--- src/sv/assert_macros.svh ---
// assertion macros shared by the flow table modules
// depends on nothing; included inside module bodies
`ifndef ASSERT_MACROS_SVH
`define ASSERT_MACROS_SVH

// property checked at every rising edge outside reset
`define ASSERT_CLK(label, clk, rst_n, prop) \
    label: assert property (@(posedge clk) disable iff (!(rst_n)) (prop)) \
        else $error("assertion failed");

// condition that must never hold outside reset
`define ASSERT_NEVER(label, clk, rst_n, cond) \
    `ASSERT_CLK(label, clk, rst_n, !(cond))

`endif

--- src/sv/ftst_pkg.sv ---
// types and constants of the flow table sequence tracker
// used by the controller, datapath and top modules of the block; depends on nothing
package ftst_pkg;

    localparam int TABLE_ENTRIES_DEF = 64;
    localparam int ADDR_W = 32;
    localparam int PORT_W = 16;
    localparam int SEQ_W = 64;
    localparam int KEY_W = ADDR_W + PORT_W;
    localparam int STATUS_W = 2;
    localparam int IDX_W = 6;

    localparam logic [STATUS_W-1:0] ST_HIT = 2'd0;
    localparam logic [STATUS_W-1:0] ST_CREATED = 2'd1;
    localparam logic [STATUS_W-1:0] ST_FULL = 2'd2;

    typedef struct packed {
        logic [ADDR_W-1:0] src_address;
        logic [PORT_W-1:0] src_port;
        logic [SEQ_W-1:0] seq_value;
    } t_item;

    typedef struct packed {
        logic [STATUS_W-1:0] status;
        logic [IDX_W-1:0] entry_index;
    } t_result;

    typedef struct packed {
        logic load;
        logic step;
        logic finish;
    } t_cmd;

    typedef struct packed {
        logic hit;
        logic miss;
        logic out_free;
    } t_sts;

endpackage

--- src/sv/ftst_ram.sv ---
// generic single write port, single read port ram with registered read
// depends on nothing
module ftst_ram #(
    parameter int WIDTH = 8,
    parameter int DEPTH = 2,
    localparam int AW = (DEPTH > 1) ? $clog2(DEPTH) : 1
) (
    input  logic             i_clk,
    input  logic             i_we,
    input  logic [AW-1:0]    i_waddr,
    input  logic [WIDTH-1:0] i_wdata,
    input  logic             i_re,
    input  logic [AW-1:0]    i_raddr,
    output logic [WIDTH-1:0] o_rdata
);

    logic [WIDTH-1:0] r_mem [DEPTH];
    logic [WIDTH-1:0] r_rdata;

    always_ff @(posedge i_clk) begin
        if (i_we) begin
            r_mem[i_waddr] <= i_wdata;
        end
        if (i_re) begin
            r_rdata <= r_mem[i_raddr];
        end
    end

    assign o_rdata = r_rdata;

endmodule

--- src/sv/ftst_ctrl.sv ---
// controller of the flow table: idle / scan sequencing
// depends on ftst_pkg and assert_macros.svh
module ftst_ctrl (
    input  logic          i_clk,
    input  logic          i_rst_n,
    input  logic          i_valid,
    output logic          o_stall,
    input  ftst_pkg::t_sts i_sts,
    output ftst_pkg::t_cmd o_cmd
);
    import ftst_pkg::*;
    `include "assert_macros.svh"

    typedef enum logic [1:0] {
        S_IDLE = 2'b01,
        S_SCAN = 2'b10
    } t_state;

    t_state r_state;
    t_state n_state;
    logic   w_done;

    assign w_done = i_sts.hit || i_sts.miss;

    always_comb begin
        o_cmd.load = 1'b0;
        o_cmd.step = 1'b0;
        o_cmd.finish = 1'b0;
        n_state = r_state;
        unique case (r_state)
            S_IDLE: begin
                o_cmd.load = i_valid;
                if (i_valid) begin
                    n_state = S_SCAN;
                end
            end
            S_SCAN: begin
                o_cmd.step = !w_done;
                o_cmd.finish = w_done && i_sts.out_free;
                if (w_done && i_sts.out_free) begin
                    n_state = S_IDLE;
                end
            end
            default: begin
                n_state = S_IDLE;
            end
        endcase
    end

    always_ff @(posedge i_clk) begin
        if (!i_rst_n) begin
            r_state <= S_IDLE;
        end else begin
            r_state <= n_state;
        end
    end

    assign o_stall = (r_state != S_IDLE);

    `ASSERT_NEVER(a_finish_only_in_scan, i_clk, i_rst_n, o_cmd.finish && r_state != S_SCAN)
    `ASSERT_CLK(a_load_starts_scan, i_clk, i_rst_n, o_cmd.load |=> r_state == S_SCAN)

endmodule

--- src/sv/ftst_dpath.sv ---
// datapath of the flow table: key and sequence rams, scan counter, result register
// depends on ftst_pkg, ftst_ram and assert_macros.svh
module ftst_dpath #(
    parameter int TABLE_ENTRIES = ftst_pkg::TABLE_ENTRIES_DEF
) (
    input  logic              i_clk,
    input  logic              i_rst_n,
    input  ftst_pkg::t_item   i_item,
    input  ftst_pkg::t_cmd    i_cmd,
    output ftst_pkg::t_sts    o_sts,
    output logic              o_valid,
    input  logic              i_stall,
    output ftst_pkg::t_result o_result
);
    import ftst_pkg::*;
    `include "assert_macros.svh"

    localparam int AW = (TABLE_ENTRIES > 1) ? $clog2(TABLE_ENTRIES) : 1;
    localparam int FW = $clog2(TABLE_ENTRIES + 1);
    localparam logic [FW-1:0] FILL_MAX = FW'(TABLE_ENTRIES);

    logic [KEY_W-1:0] r_key;
    logic [SEQ_W-1:0] r_seq;
    logic [FW-1:0]    r_fill;
    logic [FW-1:0]    r_rd_cnt;
    logic             r_cmp_pend;
    logic [AW-1:0]    r_cmp_idx;
    logic             r_out_vld;
    t_result          r_out;

    logic [KEY_W-1:0] w_key_rd;
    logic             w_re;
    logic             w_full;
    logic             w_key_we;
    logic             w_seq_we;
    logic [AW-1:0]    w_waddr;

    assign w_full = (r_fill == FILL_MAX);
    assign w_re = i_cmd.step && (r_rd_cnt != r_fill);

    assign o_sts.hit = r_cmp_pend && (w_key_rd == r_key);
    assign o_sts.miss = !r_cmp_pend && (r_rd_cnt == r_fill);
    assign o_sts.out_free = !r_out_vld || !i_stall;

    assign w_key_we = i_cmd.finish && !o_sts.hit && !w_full;
    assign w_seq_we = i_cmd.finish && (o_sts.hit || !w_full);
    assign w_waddr = o_sts.hit ? r_cmp_idx : r_fill[AW-1:0];

    ftst_ram #(
        .WIDTH (KEY_W),
        .DEPTH (TABLE_ENTRIES)
    ) u_key_ram (
        .i_clk   (i_clk),
        .i_we    (w_key_we),
        .i_waddr (w_waddr),
        .i_wdata (r_key),
        .i_re    (w_re),
        .i_raddr (r_rd_cnt[AW-1:0]),
        .o_rdata (w_key_rd)
    );

    ftst_ram #(
        .WIDTH (SEQ_W),
        .DEPTH (TABLE_ENTRIES)
    ) u_seq_ram (
        .i_clk   (i_clk),
        .i_we    (w_seq_we),
        .i_waddr (w_waddr),
        .i_wdata (r_seq),
        .i_re    (1'b0),
        .i_raddr (w_waddr),
        .o_rdata ()
    );

    // payload registers
    always_ff @(posedge i_clk) begin
        if (i_cmd.load) begin
            r_key <= {i_item.src_address, i_item.src_port};
            r_seq <= i_item.seq_value;
        end
        if (w_re) begin
            r_cmp_idx <= r_rd_cnt[AW-1:0];
        end
        if (i_cmd.finish) begin
            priority if (o_sts.hit) begin
                r_out.status <= ST_HIT;
                r_out.entry_index <= IDX_W'(r_cmp_idx);
            end else if (!w_full) begin
                r_out.status <= ST_CREATED;
                r_out.entry_index <= IDX_W'(r_fill);
            end else begin
                r_out.status <= ST_FULL;
                r_out.entry_index <= '0;
            end
        end
    end

    // control registers
    always_ff @(posedge i_clk) begin
        if (!i_rst_n) begin
            r_fill <= '0;
            r_rd_cnt <= '0;
            r_cmp_pend <= 1'b0;
            r_out_vld <= 1'b0;
        end else begin
            if (i_cmd.load) begin
                r_rd_cnt <= '0;
                r_cmp_pend <= 1'b0;
            end else if (i_cmd.step) begin
                r_cmp_pend <= w_re;
                if (w_re) begin
                    r_rd_cnt <= r_rd_cnt + 1'b1;
                end
            end
            if (w_key_we) begin
                r_fill <= r_fill + 1'b1;
            end
            if (i_cmd.finish) begin
                r_out_vld <= 1'b1;
            end else if (!i_stall) begin
                r_out_vld <= 1'b0;
            end
        end
    end

    assign o_valid = r_out_vld;
    assign o_result = r_out;

    `ASSERT_NEVER(a_hit_and_miss, i_clk, i_rst_n, o_sts.hit && o_sts.miss)
    `ASSERT_NEVER(a_fill_bound, i_clk, i_rst_n, r_fill > FILL_MAX)
    `ASSERT_NEVER(a_scan_past_fill, i_clk, i_rst_n, r_rd_cnt > r_fill)
    `ASSERT_CLK(a_create_grows_fill, i_clk, i_rst_n, w_key_we |=> r_fill == $past(r_fill) + 1'b1)

endmodule

--- src/sv/flow_table_sequence_tracker_core.sv ---
// top level of the exact-match flow table with sequence tracking
// depends on ftst_pkg, ftst_ctrl, ftst_dpath, ftst_ram
//
// beat     direction  handshake            payload
// item     in         i_valid / o_stall    i_item   (address, port, sequence)
// result   out        o_valid / i_stall    o_result (status, entry index)
//
// one item at a time, the next accepted in the cycle after the result is loaded
// a miss reads the key ram once per stored entry, compares the last one, then reports
// the miss and writes the new entry if there is room; an empty table gives a miss with
// no key ram read; a hit at entry k ends the scan there; the scan walks the single read port
// a stalled result holds in the output register while the next item is accepted
// synchronous active-low reset empties the table at once; no clearing pass
module flow_table_sequence_tracker_core #(
    parameter int TABLE_ENTRIES = ftst_pkg::TABLE_ENTRIES_DEF
) (
    input  logic              i_clk,
    input  logic              i_rst_n,
    input  logic              i_valid,
    output logic              o_stall,
    input  ftst_pkg::t_item   i_item,
    output logic              o_valid,
    input  logic              i_stall,
    output ftst_pkg::t_result o_result
);
    import ftst_pkg::*;

    t_cmd w_cmd;
    t_sts w_sts;

    ftst_ctrl u_ctrl (
        .i_clk   (i_clk),
        .i_rst_n (i_rst_n),
        .i_valid (i_valid),
        .o_stall (o_stall),
        .i_sts   (w_sts),
        .o_cmd   (w_cmd)
    );

    ftst_dpath #(
        .TABLE_ENTRIES (TABLE_ENTRIES)
    ) u_dpath (
        .i_clk    (i_clk),
        .i_rst_n  (i_rst_n),
        .i_item   (i_item),
        .i_cmd    (w_cmd),
        .o_sts    (w_sts),
        .o_valid  (o_valid),
        .i_stall  (i_stall),
        .o_result (o_result)
    );

endmodule

--- config.mk ---
export PLATFORM = sky130hd
export DESIGN_NAME = flow_table_sequence_tracker_core
export DESIGN_NICKNAME = d
export VERILOG_FILES = /design/src/sv/ftst_pkg.sv /design/src/sv/ftst_ram.sv /design/src/sv/ftst_ctrl.sv /design/src/sv/ftst_dpath.sv /design/src/sv/flow_table_sequence_tracker_core.sv
export VERILOG_INCLUDE_DIRS = /design/src /design/src/sv
export SDC_FILE = /design/constraint.sdc
export NUM_CORES = 2
export LEC_CHECK = 0
export BUFFER_PORTS_ARGS = -buffer_cell sky130_fd_sc_hd__buf_4
export CAP_MARGIN = 20
export CORE_MARGIN = 2
export CORE_UTILIZATION = 35
export DETAILED_ROUTE_END_ITERATION = 8
export GPL_TIMING_DRIVEN = 1
export PLACE_DENSITY_LB_ADDON = 0.3
export SLEW_MARGIN = 15
export SYNTH_ARGS = -nofsm -noshare
export SYNTH_HDL_FRONTEND = slang
export SYNTH_SLANG_ARGS = --single-unit
--- constraint.sdc ---
create_clock -name i_clk -period 5.68 [get_ports i_clk]
set_clock_uncertainty 0.05 [all_clocks]
set_input_delay 0.568 -clock i_clk [delete_from_list [all_inputs] [get_ports i_clk]]
set_output_delay 0.568 -clock i_clk [all_outputs]
set_load 0.02 [all_outputs]
==> metrics.log <==
INFO  metric run_status = finished clean
INFO  metric critical_path.slowest_cell = nor2_4
INFO  metric worst_setup_path_startpoint = u_dpath.r_key[33]
INFO  metric cts.path.max_buffers = 4
INFO  metric port_buffers = 61
INFO  metric timing.critical_path.required = 6.09 ns
INFO  metric dieWidth = 593 um
INFO  metric chipHeight = 593 um
INFO  metric critPathMaxStageDelay = 0.91 ns
INFO  metric yosys_register_bits = 3200
INFO  metric insertion_delay_of_the_later_clocked_pin_in_the_worst_skew_pair = approximately 0.90 ns
INFO  metric die_area = 351000 sq um
INFO  metric boundaryPins = roughly 130
INFO  metric count_of_nets_left_with_antenna_violations_after_detail_routing = 0
INFO  metric finalMaxSlewViolations = 0
INFO  metric crit_start_category = register
INFO  metric numClockSinks = 3200
INFO  metric drc = 0
INFO  metric rows = 216
INFO  metric slack_of_the_worst_reg_to_reg_path = between 0.5 and 0.6 ns
INFO  metric endpoint = u_dpath.u_key_ram.r_mem[44][47]
INFO  metric synth_sequential_area_ratio = 79.1%
INFO  metric crit-reg2reg-capture = u_dpath.u_key_ram.r_mem[44][47]
INFO  metric synthesis.yosys.warnings = 0
INFO  metric tightest_slew = 1.19 ns
INFO  metric finish.utilization = 40.3%
INFO  metric drt-vias-per-instance = roughly 5.5
INFO  metric tritoncts.num_buffers = 326
INFO  metric root_buffer = clkbuf_16
INFO  metric drive_above_1_share = between 30% and 40%
INFO  metric grt_first_pass_wirelength = about 440000 um
INFO  metric final_hold_viol_count = 0
INFO  metric nets = 5371
INFO  metric wirelength = around 320000 um
INFO  metric drt_pre_antenna_iters = 6
INFO  metric core_footprint = 346000 sq um
INFO  metric worst_ep_arrival_time = 5.52 ns
INFO  metric cp_cell_sequence = xor2_1, nor4_1, nand4_1, nor4_4, mux2i_4, nor2_4, buf_4
INFO  metric crit-reg2reg-launch = u_dpath.r_key[33]
INFO  metric biggest_fanout_along_the_worst_timing_path = 29
INFO  metric maxClockFrequency = 195 MHz
INFO  metric drt_iter0_drc = a little under 7000
INFO  metric timing.max_cap.violations = 0
INFO  metric syn_area = 121000 sq um
INFO  metric cellLeakagePower = 41.3 nW
INFO  metric grt_start_max_net_pins = 128
INFO  metric rr_worst_depth = 7
INFO  metric postSynthNetCount = 4960
INFO  metric powerDensity = 338 nW/um^2
INFO  metric final_min_period_over_clock_period = 90.1%
INFO  metric power.total = 0.0472 W
INFO  metric synth_top_area_share = approximately 80%
INFO  metric post_synth_num_cell_types = 38
INFO  metric detailroute.via_count = roughly 55000
INFO  metric timing_worst_setup_path_type = register to register
INFO  metric cts_tree = done
INFO  metric grt_antenna_before_repair = 14
INFO  metric fillCellCount = 29895
INFO  metric routed_wire_length_per_instance = 31.5 um
INFO  metric period_needed = 5.12 ns
INFO  metric yosys-top-cells-area = edfxtp_1, mux4_2, a22oi_1
INFO  metric post-dp-hpwl = 172000 um
INFO  metric start_util = 35.1%
INFO  metric avgSynthCellArea = approximately 25 sq um
INFO  metric design_area = 139000 sq um
INFO  metric post_cts.repair.setup_buffers = 0
INFO  metric layout-area-overhead-vs-synth = 14.9%
INFO  metric setup_repair_after_global_routing_missed_its_margin = no
INFO  metric max-slew-margin-rel = 20.5%
INFO  metric reg_clk_slew_reported_paths = 0.06 ns
INFO  metric synth_area_leader_cell = edfxtp_1
INFO  metric gp_routability_congestion = 0.804
INFO  metric report.final.setup_viol = 0
INFO  metric gr-total-overflow = 0
INFO  metric global_route.usage.total = approximately 18%
INFO  metric hold_path_class = input pin to register
INFO  metric dpl_cell_area = 129000 sq um
INFO  metric synth_cells = 4841
INFO  metric irDropWorstVdd = 0.383 mV
INFO  metric htree_num_levels = 5
INFO  metric grt_pass1_vias = around 56000
INFO  metric final.setup.tns = 0 ns
INFO  metric timing.critical_path.to_type = register
==> routing by layer <==
layer | vias up | GRT usage, % | part of all wire (%)
met5 | - | 0 | 0.018
met4 | 8 | 4.91 | 2.7
met3 | 458 | 3.32 | 7.7
met2 | 2276 | 28.9 | 48
met1 | 30580 | 25.1 | 42
li1 | 21872 | - | -
==> layout by cell type (no fill, tap or decap), types with 15 or more instances in the layout <==
cell type	n
a22oi_1	96
buf_12	28
buf_4	252
bufinv_16	20
clkbuf_1	64
clkbuf_16	329
clkinv_1	79
clkinv_2	44
dlygate4sd3_1	52
edfxtp_1	3182
mux4_2	960
nand2_1	84
nand3_1	15
nor2_4	65
xor2_1	54
==> timing repair <==
| action | in CTS | in global routing |
|---|---|---|
| endpoints found under the hold margin | 59 | 0 |
| hold buffers | 52 | 0 |
| gates resized for setup | 0 | 0 |
==> critical path, delay by kind of cell (launching register included) <==
| kind | cells | cell delay, ns |
|---|---|---|
| xor+xnor | 1 | 0.18 |
| flops | 1 | 0.41 |
| simple gates | 4 | 3.05 |
| buf+inv | 1 | 0.71 |
| mux | 1 | 0.26 |
==> worst min path at each step <==
stage                         from                    to  slack [ns]  cells after the start
2_1_floorplan  u_dpath.r_rd_cnt[2]  u_dpath.r_cmp_idx[2]        0.35                      0
3_3_place_gp   u_dpath.r_rd_cnt[6]   u_dpath.r_rd_cnt[6]        0.43                      2
3_5_place_dp   u_dpath.r_rd_cnt[6]   u_dpath.r_rd_cnt[6]        0.44                      2
4_1_cts                    i_valid    u_dpath.r_cmp_pend        0.21                      5
5_1_grt                    i_valid     u_ctrl.r_state[0]        0.27                      5
6_report                   i_valid    u_dpath.r_cmp_pend        0.26                      5
==> state kept, by name, summed over array words and instances, names as in the netlist <==
name                       cells
u_dpath.u_key_ram.r_mem     3072
u_dpath.o_valid                1
u_dpath.o_result               8
u_dpath.u_key_ram.o_rdata     48
u_dpath.r_cmp_pend             1
u_dpath.r_cmp_idx              6
u_dpath.r_key                 48
u_ctrl.r_state                 2
u_dpath.r_rd_cnt               7
u_dpath.r_fill                 7
==> per-stage QoR <==
step                cells  hold slack [ns]  setup WS, ns
finish              10064            0.260         0.563
global route        10063            0.267         0.450
CTS                 10060            0.207         0.547
detailed placement   9448            0.442         0.623
global placement     9448            0.432         0.727
floorplan            4841            0.353         0.383
==> kinds of logic after synthesis <==
logic type,synth area share [%]
AO/OA/AOI/OAI,0.666
XOR/XNOR,0.433
adder cells (fa/ha/maj),0.0310
buffers and inverters,0.987
flip-flops,79.1
multiplexers,17.9
AND/OR/NAND/NOR,0.882
==> cells in the mapped netlist <==
cell type and n:
and3_1 3, a21boi_0 1, a21oi_1 2, and2_1 8, nor4_2 1, and2_0 1
nor4_1 11, nand4_1 8, o21ai_0 10, nand2_1 84, mux2_2 2, ha_1 3
edfxtp_1 3182, or2_2 1, a22oi_1 96, mux2i_1 8, inv_1 10, or4_1 2
xnor2_1 6, buf_6 11, and4_1 1, o221ai_1 1, buf_2 72, nand2b_1 6
nand3_1 15, xor2_1 54, nor4_4 1, o221a_2 1, nor3_1 7, nand3b_1 1
nor3b_1 1, nor2_1 79, buf_4 12, buf_1 9, mux4_2 960, clkbuf_1 147
nor2b_1 6, dfxtp_1 18
==> power breakdown <==
group	internal, W	switching [W]
sequential	0.0261	0.0000232
combinational	0.0000947	0.000556
clock	0.0115	0.00886
total	0.0377	0.00944
==> final cells by class <==
cell class	instances	area, sq um	area share [%]
repair buffers	334	3010	2.16
clock inverters	167	1470	1.05
clock buffers	393	8470	6.08
diodes	2	5.00	0.00359
inverters	10	38.8	0.0278
flip-flops and latches	3200	95900	68.8
multi-input cells	1380	24700	17.7
well taps	4578	5730	4.11
No activity file was read; power rests on OpenSTA's default activity.
